<file path="src/rau_pkg.sv">
// Package: widths, operation and status codes, controller/datapath link types.
`timescale 1ns / 1ps
`default_nettype none
package rau_pkg;
	localparam int NUM_WIDTH = 32;
	localparam int DEN_WIDTH = 31;
	localparam int OP_W = 3;
	localparam int NUM_W = 32;
	localparam int DEN_W = 31;
	localparam int RES_W = 63;
	localparam int ST_W = 2;
	localparam int WW = 64;
	localparam int MW = 33;
	localparam int KW = 7;
	localparam int CW = 6;

	typedef enum logic [OP_W-1:0] {
		OP_ADD = 3'd0,
		OP_SUB = 3'd1,
		OP_MUL = 3'd2,
		OP_DIV = 3'd3,
		OP_CMP = 3'd4,
		OP_NEG = 3'd5
	} rau_op_t;

	typedef enum logic [ST_W-1:0] {
		ST_OK       = 2'd0,
		ST_ZERO_DEN = 2'd1,
		ST_DIV_ZERO = 2'd2
	} rau_status_t;

	typedef struct packed {
		logic load;
		logic mul1;
		logic mul2;
		logic mul3;
		logic sum;
		logic gcd_step;
		logic div_init;
		logic div_step;
		logic out_load;
	} rau_cmd_t;

	typedef struct packed {
		logic early;
		logic is_cmp;
		logic gcd_done;
	} rau_sts_t;
endpackage
`default_nettype wire

</file>
<file path="src/rau_ctrl.sv">
// Controller: sequences multiply, reduce and divide steps and owns the result valid.
`timescale 1ns / 1ps
`default_nettype none
module rau_ctrl (
	input  wire logic              clk,
	input  wire logic              arst_n,
	input  wire logic              in_valid,
	output logic                   in_ready,
	output logic                   out_valid,
	input  wire logic              out_ready,
	input  wire rau_pkg::rau_sts_t sts,
	output rau_pkg::rau_cmd_t      cmd
);
	import rau_pkg::*;

	typedef enum logic [2:0] {
		S_IDLE, S_MUL1, S_MUL2, S_MUL3, S_SUM, S_GCD, S_DIV, S_FIN
	} state_t;

	state_t state_q;
	logic [CW-1:0] cnt_q;
	logic out_valid_q;
	logic can_load;

	assign out_valid = out_valid_q;
	assign in_ready = (state_q == S_IDLE);
	assign can_load = !out_valid_q || out_ready;

	always_comb begin
		cmd = '0;
		case (state_q)
			S_IDLE: cmd.load = in_valid;
			S_MUL1: cmd.mul1 = 1'b1;
			S_MUL2: cmd.mul2 = 1'b1;
			S_MUL3: cmd.mul3 = 1'b1;
			S_SUM:  cmd.sum = 1'b1;
			S_GCD: begin
				cmd.gcd_step = !sts.gcd_done;
				cmd.div_init = sts.gcd_done;
			end
			S_DIV:  cmd.div_step = 1'b1;
			S_FIN:  cmd.out_load = can_load;
			default: cmd = '0;
		endcase
	end

	always_ff @(posedge clk or negedge arst_n) begin
		if (!arst_n) begin
			state_q <= S_IDLE;
			cnt_q <= '0;
			out_valid_q <= 1'b0;
		end else begin
			if (state_q == S_FIN && can_load) out_valid_q <= 1'b1;
			else if (out_ready) out_valid_q <= 1'b0;
			case (state_q)
				S_IDLE: if (in_valid) state_q <= S_MUL1;
				S_MUL1: state_q <= sts.early ? S_FIN : S_MUL2;
				S_MUL2: state_q <= S_MUL3;
				S_MUL3: state_q <= S_SUM;
				S_SUM:  state_q <= sts.is_cmp ? S_FIN : S_GCD;
				S_GCD: begin
					if (sts.gcd_done) begin
						cnt_q <= '0;
						state_q <= S_DIV;
					end
				end
				S_DIV: begin
					cnt_q <= cnt_q + 1'b1;
					if (cnt_q == CW'(WW-1)) state_q <= S_FIN;
				end
				S_FIN: begin
					if (can_load) state_q <= S_IDLE;
				end
				default: state_q <= S_IDLE;
			endcase
		end
	end
endmodule
`default_nettype wire

</file>
<file path="config.mk">
export PLATFORM = sky130hd
export DESIGN_NAME = rau_ctrl
export DESIGN_NICKNAME = d
export VERILOG_FILES = /design/src/rau_pkg.sv /design/src/rau_ctrl.sv
export SDC_FILE = /design/constraint.sdc
export NUM_CORES = 1
export LEC_CHECK = 0
export ABC_AREA = 1
export ABC_CLOCK_PERIOD_IN_PS = 1310
export BUFFER_PORTS_ARGS = -buffer_cell sky130_fd_sc_hd__buf_4
export CAP_MARGIN = 25
export CORE_MARGIN = 5
export CORE_UTILIZATION = 40
export CTS_CLUSTER_SIZE = 10
export DETAILED_ROUTE_END_ITERATION = 10
export SETUP_SLACK_MARGIN = 0.05
export SLEW_MARGIN = 15
export SYNTH_ARGS = -nofsm -noshare
export SYNTH_HDL_FRONTEND = slang
export SYNTH_SLANG_ARGS = --single-unit
export TNS_END_PERCENT = 5
</file>
<file path="constraint.sdc">
create_clock -name clk -period 1.31 [get_ports clk]
set_input_delay 0.1965 -clock clk [delete_from_list [all_inputs] [get_ports clk]]
set_output_delay 0.1965 -clock clk [all_outputs]
set_load 0.02 [all_outputs]
</file>
After elaboration in Yosys (flattened, before gate mapping)
Index checks and enable logic that the tools add are counted.
- add/sub/neg operators: 1
- eq/ne operators: 12
- muxes and demuxes: 19
- reductions and logical operators: 9
- operators by type and width (kind ; count):
    $pmux W3 S8 ; 1
    $mux W3 ; 5
    $eq A3 B3 Y1 const B ; 4
    $pmux W6 S2 ; 1
    $mux W1 ; 9
    $ne A2 B2 Y1 const B ; 4
    $add A6 B1 Y6 const B ; 1
    $eq A3 B2 Y1 const B ; 2
    $eq A6 B6 Y1 const B ; 1
    $mux W6 ; 1
    $mux W2 ; 2
    $reduce_and A4 Y1 ; 1
    $reduce_bool A2 Y1 ; 2
    $eq A3 B1 Y1 const B ; 1
    $logic_not A3 Y1 ; 1
    $logic_not A1 Y1 ; 2
    $reduce_and A2 Y1 ; 1
    $logic_and A1 B1 Y1 ; 1
    $logic_or A1 B1 Y1 ; 1
- flip-flop bits (word level): 10
- input port bits: 7

Longest topological paths before layout
Gate-level depths: netlist (run 1).
- depth after elaboration: 4
- mapped depth: 8
- mapped depth without buffers: 7

Worst setup path after synthesis (run 1)
No wires, ideal clock.
- path kind: register -> output
- start point: reg state_q[2]
- end point: out cmd[8] (netlist name)
- data arrival time: 1.103 ns
- setup slack: 0.011 ns
- stages on the path, launching flop included: 5
- buffers on the path: 1
- path through: dfrtp_1 > buf_4 > inv_2 > nand2_1 > nor3_1
- RTL lines (what ; line ; text):
    from (decl) ; rau_ctrl.sv:20 ; state_t state_q;
    from (signal assigned) ; rau_ctrl.sv:57 ; S_MUL1: state_q <= sts.early ? S_FIN : S_MUL2;
    from (signal assigned) ; rau_ctrl.sv:60 ; S_SUM: state_q <= sts.is_cmp ? S_FIN : S_GCD;
    to (decl) ; rau_ctrl.sv:12 ; output rau_pkg::rau_cmd_t cmd

==> results of run 1 <==
worst max-delay path, cell delays in order, from the launching register on:
cell and delay [ns]:
dfrtp_2 0.47, buf_6 0.15, nand4_1 0.10, inv_1 0.10, buf_6 0.12
kinds of logic after synthesis:
| logic type | Yosys count | share of synthesized area, % |
|---|---|---|
| buf+inv | 19 | 12.3 |
| fa+ha+maj | 1 | 1.96 |
| simple gates | 54 | 35.4 |
| flops | 10 | 39.1 |
| compound gates | 12 | 11.2 |
sequential cells by signal, summed over array words and instances, names as in the netlist:
name and flops:
state_q 3, cnt_q 6, out_valid 1
cells in the mapped netlist:
library cell  instances
nor2_1               11
inv_1                16
nand3_1              10
ha_1                  1
nand2_1              27
a21oi_2               1
o211ai_1              1
o21ai_1               1
inv_2                 1
dfrtp_1              10
nor3_1                3
buf_4                 2
o21ai_0               7
o21bai_1              2
nand4_1               3
area by class of cell:
type                    instances  area, sq um
flip-flops and latches         10          253
multi-input cells              67          359
inverters                      17         71.3
clock buffers                   4         36.3
well taps                      16         20.0
fillers                       131          509
repair buffers                 30          258
path summary, 6_finish.rpt:
check                                       start                endpoint  slack [ns]
setup reg to reg           state_q[2]$_DFFE_PN0P_  state_q[0]$_DFFE_PN0P_        0.04
min in group asynchronous                  arst_n    cnt_q[3]$_DFFE_PN0P_        0.28
hold reg to reg              cnt_q[1]$_DFFE_PN0P_    cnt_q[1]$_DFFE_PN0P_        0.55
max in group asynchronous                  arst_n  state_q[1]$_DFFE_PN0P_        0.86
hold / removal                          out_ready   out_valid$_DFFE_PN0P_        0.14
setup / recovery           state_q[2]$_DFFE_PN0P_                  cmd[3]       -0.10
power groups by stage:
stage | Sequential [mW] | Combinational (mW) | Clock (mW)
CTS | 0.600 | 1.43 | 0.296
global placement | 0.572 | 1.19 | 0
detailed placement | 0.572 | 1.20 | 0
floorplan | 0.545 | 0.782 | 0
global route | 0.625 | 1.67 | 0.316
finish | 0.612 | 1.52 | 0.288
metal layers:
layer	vias to the layer above	GRT usage (%)	wire length, um
li1	374	-	-
met1	335	19.3	765
met2	12	25.1	908
met3	5	5.72	58
met4	0	5.24	21
met5	-	0	0
layout by cell type, fill, tap and decap left out, types with 3 or more instances in the layout:
cell type and count:
buf_4 21, nand2_1 23, nand4_1 3, clkbuf_4 3, nand3_1 8, inv_2 3, o21ai_0 7, nor2_1 9
inv_4 3, buf_6 8, inv_1 11, nand2_2 4, dfrtp_1 8
what timing repair did:
action	CTS	global route
hold buffers	1	0
pin swaps	5	4
setup endpoints to repair	12	15
gates cloned	0	0
endpoints found under the hold margin	10	0
buffers inserted	5	1
gates resized for setup	21	9
per-stage QoR:
step / area, sq um / TNS [ns] / power (mW) / hold slack [ns]
global placement: 822 / 0 / 1.76 / 0.0341
floorplan: 644 / 0 / 1.33 / -0.0991
CTS: 966 / -0.585 / 2.33 / 0.148
finish: 997 / -0.650 / 2.42 / 0.144
detailed placement: 822 / 0 / 1.77 / 0.0357
global route: 997 / -1.31 / 2.62 / 0.147
==> results_dict.tcl, run 1 <==
set metrics [dict create \
    wl_per_cell_um 12.2 \
    critical_path_class "flip-flop to output pin" \
    vias 726 \
    seq_area_frac_synth_pct 39.1 \
    ys_warn_count 0 \
    portBuffers 17 \
    cp_max_fo 5 \
    r2r_cells 7 \
    setup_ws_ns -0.102 \
    gp_congestion 0.815 \
    p_switching_mw 1.11 \
    htreeDepth 1 \
    cp-start-kind "flip-flop" \
    power_density_nw_per_um2 2430 \
    cts.path.max_buffers 2 \
    tightest_slew_ns 0.185 \
    grt-ovfl-total 0 \
    syn_inst 96 \
    fin_nets 137 \
    first_pass_iters 4 \
    p_seq_share_pct 25.3 \
    instances_no_fill 144 \
    yosysTopAreaCell "dfrtp_1" \
    clockRootBuffer "clkbuf_4" \
    grt_max_degree 11 \
    post-dp-hpwl_um 1220 \
    rows 14 \
    syn-num-nets 104 \
    routed_wl_um 1750 \
    p_leak_nw 0.550 \
    detail-route-antenna-nets 0 \
    cts_inserted_buffers 3 \
    io_pins 18 \
    finClkSkew_ns 0.0116 \
    cts_sinks 10 \
    postSynthAreaPerCell_sq_um 6.66 \
    violations "setup timing" \
    max_slew_margin_pct 87.7 \
    required_ns 1.11 \
    grt_first_pass_wirelength_um 3030 \
    core-area_sq_um 1510 \
    die_w_um 50.0 \
    drive_gt1_share_pct 42.2 \
    worstSkewPairLatency_ns 0.28 \
    setup_viol 10 \
    yosys-top-cells-area "dfrtp_1 39%, nand2_1 16%, inv_1 9.4%" \
    irDropWorstVdd_uv 1520 \
    place_ws_ns 0.0156 \
    utilization_pct 66.2 \
    synth_cell_types 15 \
    min_period_ns 1.41 \
    grt_pass1_vias 721 \
    endpoint_kind "output pin" \
    cap_violations 0 \
    cts_tree "built" \
    antenna_cells 0 \
    synth_area_sq_um 639 \
    combPwrFrac_pct 62.8 \
    power.internal_mw 1.31 \
    drc 0 \
    holdPathStages 2 \
    hold_class "input port to flip-flop" \
    grt_usage_pct 15.8 \
    clock.fmax_mhz 708 \
    place_inst 133 \
    die_y_um 50.0 \
    vias_per_cell 5.04 \
    syn_to_final_growth_pct 56.0 \
    maxSlewViolCount 0 \
    dieArea_sq_um 2500 \
    antenna_found_initial 0 \
    period_share_pct 108 \
    hold_violations 0 \
    rsz0062_at_grt "yes" \
    cts.reportedPaths.clkPinSlew_ns 0.08 \
    initialDrtViolationCount 10 \
    sw_frac_of_total_pct 45.9 \
    arrival_ns 1.22 \
    yosys_register_bits 10 \
    status "finished with violations" \
    synth_top_area_share_pct 39.1 \
    start_util_pct 42.4 \
    power_frac_clock_pct 11.9 \
]
(Power assumes the default switching activity.)
==> inputs of run 2 (changes only) <==
--- a/config.mk
+++ b/config.mk
@@ -15,2 +15,3 @@
 export DETAILED_ROUTE_END_ITERATION = 10
+export GPL_ROUTABILITY_DRIVEN = 0
 export SETUP_SLACK_MARGIN = 0.05
==> constraint.sdc (replaced) <==
create_clock -name clk -period 1.31 [get_ports clk]
set_input_delay 0.0655 -clock clk [delete_from_list [all_inputs] [get_ports clk]]
set_output_delay 0.0655 -clock clk [all_outputs]
set_load 0.02 [all_outputs]
==> results_dict.tcl, run 2 (same netlist as run 1, synthesis figures left out) <==
set metrics [dict create \
    status "finished with violations" \
    violations "setup timing" \
    maxSlewViolCount 0 \
    rsz0062_at_grt "yes" \
    setup_viol 5 \
    drc 0 \
    initialDrtViolationCount 29 \
    syn_to_final_growth_pct 67.9 \
    endpoint_kind "flip-flop" \
    power_density_nw_per_um2 2510 \
    instances_no_fill 150 \
    dr.max_layer_used "met4" \
    slowest_stage "dfrtp_2" \
    die_y_um 50.0 \
    grt_pass1_vias 725 \
    grt_max_degree 11 \
    core-area_sq_um 1510 \
    cts_tree "built" \
    die_w_um 50.0 \
    clockRootBuffer "clkbuf_4" \
    vias_per_cell 5.41 \
    clock.fmax_mhz 724 \
    place_inst 132 \
    wl_per_cell_um 14.4 \
    final_common_cell "buf_4" \
    cp_max_fo 7 \
    finClkSkew_ns 0.000941 \
    fin_nets 143 \
    cp-start-kind "flip-flop" \
    largest-register "cnt_q" \
    slowest_delay_ns 0.48 \
    grt_usage_pct 15.5 \
    path_cells "buf_6 > nand4_1 > buf_4 > nand3_2 > o21bai_1 > nand2_2" \
    wl_met3_um 208 \
    vias 812 \
    tightest_slew_ns 0.261 \
    layout_common_cells "28 x buf_4, 21 x nand2_1, 13 x inv_1" \
    cts_sinks 10 \
    max_slew_margin_pct 82.4 \
    n_fill_cell 102 \
    grt-ovfl-total 0 \
    min_period_ns 1.38 \
    start_util_pct 42.4 \
    cts.path.max_buffers 2 \
    htreeDepth 1 \
    critical_path_class "flip-flop to flip-flop" \
    detail-route-antenna-nets 0 \
    largest_reg_flops 6 \
    portBuffers 17 \
    post-dp-hpwl_um 1250 \
    routed_wl_um 2160 \
    wl_met2_um 1090 \
    antenna_found_initial 0 \
    setup_ws_ns -0.0711 \
    worstSkewPairLatency_ns 0.27 \
    antenna_cells 0 \
    hold_class "input port to asynchronous set/reset pin" \
    cts_inserted_buffers 3 \
    rows 14 \
    dieArea_sq_um 2500 \
    io_pins 18 \
    grt_first_pass_wirelength_um 3060 \
    drive_gt1_share_pct 47.8 \
    p_leak_nw 0.593 \
    met1_length_um 798 \
    whs_ns 0.155 \
    utilization_pct 71.3 \
    hold_violations 0 \
    required_ns 1.46 \
    period_share_pct 105 \
    cts.reportedPaths.clkPinSlew_ns 0.08 \
    arrival_ns 1.54 \
    irDropWorstVdd_uv 1290 \
    first_pass_iters 4 \
    cap_violations 0 \
]
## run 2: stage by stage
| step | total power, mW | worst slack [ns] | setup TNS, ns | cell area, sq um |
|---|---|---|---|---|
| 4_1_cts | 2.21 | 0.0243 | 0 | 926 |
| 3_3_place_gp | 1.75 | 0.0265 | 0 | 810 |
| 3_5_place_dp | 1.75 | 0.00931 | 0 | 810 |
| 5_1_grt | 2.91 | -0.128 | -0.854 | 1070 |
| 2_1_floorplan | 1.32 | 0.106 | 0 | 639 |
| 6_report | 2.69 | -0.0711 | -0.220 | 1070 |
## run 2: worst paths after layout
kind	slack, ns	from	cells after the start	endpoint
max	-0.07	state_q[2]$_DFFE_PN0P_	6	state_q[2]$_DFFE_PN0P_
min	0.16	arst_n	2	cnt_q[3]$_DFFE_PN0P_
max reg2reg	-0.07	state_q[2]$_DFFE_PN0P_	6	state_q[2]$_DFFE_PN0P_
min reg2reg	0.56	out_valid$_DFFE_PN0P_	2	out_valid$_DFFE_PN0P_
max in group asynchronous	1.00	arst_n	2	state_q[0]$_DFFE_PN0P_
min in group clk	0.21	sts[1]	5	state_q[1]$_DFFE_PN0P_
## run 2: power breakdown
part | switching, mW | internal (mW)
Clock | 0.125 | 0.169
Sequential | 0.158 | 0.447
Combinational | 0.989 | 0.802
Total | 1.27 | 1.42
## run 2: routing by layer
metal,up-vias,GRT usage [%]
met4,0,7.86
met5,-,0
met1,373,20.5
met2,46,21.5
met3,10,5.72
li1,383,-
## run 2: repair_timing
| item | CTS | global route |
|---|---|---|
| gates resized for setup | 8 | 28 |
| hold endpoints to repair | 11 | 0 |
| endpoints found under the setup margin | 10 | 15 |
| pin swaps | 2 | 14 |
| buffers inserted | 7 | 5 |
| hold buffers | 2 | 0 |
## run 2: area by class of cell
class / count / area, sq um / area share (%)
clock buffer: 4 / 36.3 / 3.38
sequential: 10 / 253 / 23.5
multi-input combinational: 67 / 403 / 37.5
inverter: 17 / 63.8 / 5.94
timing repair buffer: 36 / 298 / 27.7
tap: 16 / 20.0 / 1.86
## run 2: worst max-delay path, delay by kind of cell (launching register included)
| family | cells | cell delay (ns) |
|---|---|---|
| flops | 1 | 0.48 |
| simple gates | 3 | 0.30 |
| compound gates | 1 | 0.18 |
| buf+inv | 2 | 0.30 |
==> inputs of run 3 (changes only) <==
Settings changed: SKIP_CTS_REPAIR_TIMING set to 1.
==> results_dict.tcl, run 3 (same netlist as run 1, synthesis figures left out) <==
set metrics [dict create \
    status "finished with violations" \
    violations "setup timing" \
    routed_wl_um 1700 \
    grt_first_pass_wirelength_um 2740 \
    reg2reg_to "state_q[2]$_DFFE_PN0P_" \
    r2r_cells 6 \
    first_pass_iters 4 \
    rsz0062_at_grt "yes" \
    grt_pass1_vias 633 \
    wl_per_cell_um 11.9 \
    grt-ovfl-total 0 \
    core-area_sq_um 1510 \
    n_fill_cell 127 \
    min_period_ns 1.36 \
    io_pins 18 \
    cts.path.max_buffers 2 \
    p_leak_nw 0.536 \
    setup_viol 2 \
    vias_per_cell 4.98 \
    power_density_nw_per_um2 2390 \
    finClkSkew_ns 0.00504 \
    period_share_pct 104 \
    crit_end "cmd[4]" \
    cts_sinks 10 \
    grt_usage_pct 13.8 \
    r2r_slack_ns 0.07 \
    clock.fmax_mhz 734 \
    hold_violations 0 \
    largest-register "cnt_q" \
    cts_tree "built" \
    max_slew_margin_pct 85.5 \
    cp-start-kind "flip-flop" \
    endpoint_kind "output pin" \
    cts.reportedPaths.clkPinSlew_ns 0.08 \
    dieArea_sq_um 2500 \
    irDropWorstVdd_uv 1110 \
    setup_ws_ns -0.0521 \
    arrival_ns 1.30 \
    final_common_cell "nand2_1" \
    die_w_um 50.0 \
    vias 712 \
    syn_to_final_growth_pct 46.0 \
    cp-startpoint "state_q[0]$_DFFE_PN0P_" \
    drive_gt1_share_pct 34.6 \
    critical_path_class "flip-flop to output pin" \
    worstSkewPairLatency_ns 0.27 \
    portBuffers 17 \
    cap_violations 0 \
    clockRootBuffer "clkbuf_4" \
    antenna_found_initial 0 \
    drc 0 \
    required_ns 1.24 \
    htreeDepth 1 \
    hold_class "input port to asynchronous set/reset pin" \
    rows 14 \
    fin_setup_tns_ns -0.0756 \
    start_util_pct 42.4 \
    tightest_slew_ns 0.216 \
    reg2reg_from "state_q[2]$_DFFE_PN0P_" \
    largest_reg_flops 6 \
    antenna_cells 0 \
    cp_max_fo 6 \
    post-dp-hpwl_um 1250 \
    cts_inserted_buffers 3 \
    grt_max_degree 11 \
    fin_nets 136 \
    utilization_pct 62.0 \
    die_y_um 50.0 \
    initialDrtViolationCount 22 \
    detail-route-antenna-nets 0 \
    layout_common_cells "25 x nand2_1, 23 x buf_4, 13 x inv_1" \
    maxSlewViolCount 0 \
]
-- run 3: changes by cell type in the layout (fill, tap and decap cells not counted), moves of 4 or more --
cell	previous run	this run
buf_4	28	23
nand3_1	5	10
nand2_1	21	25
nand2_2	6	2
nand3_2	4	0
-- run 3: worst max-delay path, cell delays in order (launching register included) --
cell	delay (ns)
dfrtp_2	0.45
buf_2	0.16
nor3_1	0.23
buf_4	0.18
-- run 3: through the flow --
| step | setup slack, ns | cells | hold slack (ns) | power (mW) | area [sq um] |
|---|---|---|---|---|---|
| 2_1_floorplan | 0.106 | 96 | -0.230 | 1.32 | 639 |
| 3_3_place_gp | 0.0265 | 132 | -0.0984 | 1.75 | 810 |
| 3_5_place_dp | 0.00931 | 132 | -0.0971 | 1.75 | 810 |
| 4_1_cts | -0.130 | 136 | -0.387 | 2.04 | 846 |
| 5_1_grt | -0.130 | 143 | 0.171 | 2.45 | 933 |
| 6_report | -0.0521 | 143 | 0.160 | 2.23 | 933 |
-- run 3: worst min-delay path by stage --
stage | depth (start not counted) | endpoint | slack [ns] | start
5_1_grt | 2 | cnt_q[5]$_DFFE_PN0P_ | 0.17 | arst_n
4_1_cts | 1 | cnt_q[3]$_DFFE_PN0P_ | -0.39 | arst_n
3_5_place_dp | 1 | cnt_q[3]$_DFFE_PN0P_ | -0.1 | arst_n
2_1_floorplan | 0 | cnt_q[0]$_DFFE_PN0P_ | -0.23 | arst_n
6_report | 2 | cnt_q[5]$_DFFE_PN0P_ | 0.16 | arst_n
3_3_place_gp | 1 | cnt_q[4]$_DFFE_PN0P_ | -0.1 | arst_n
-- run 3: where the power goes --
part           total, mW  internal (mW)  switching, mW
logic               1.33          0.585          0.749
registers          0.611          0.450          0.161
clock network      0.286          0.169          0.118
-- run 3: layout make-up --
type | count | area, sq um | area share, %
clock buffers | 4 | 36.3 | 3.89
well taps | 16 | 20.0 | 2.14
flip-flops and latches | 10 | 254 | 27.2
inverters | 17 | 66.3 | 7.10
multi-input cells | 67 | 325 | 34.9
repair buffers | 29 | 231 | 24.8
-- run 3: layer usage --
metal  routed length (um)  track usage, %  part of all wire (%)
met1                  811            20.7                    48
met2                  821            18.6                    48
met3                   65            3.92                   3.8
met4                    0            3.93                     0
met5                    0               0                     0
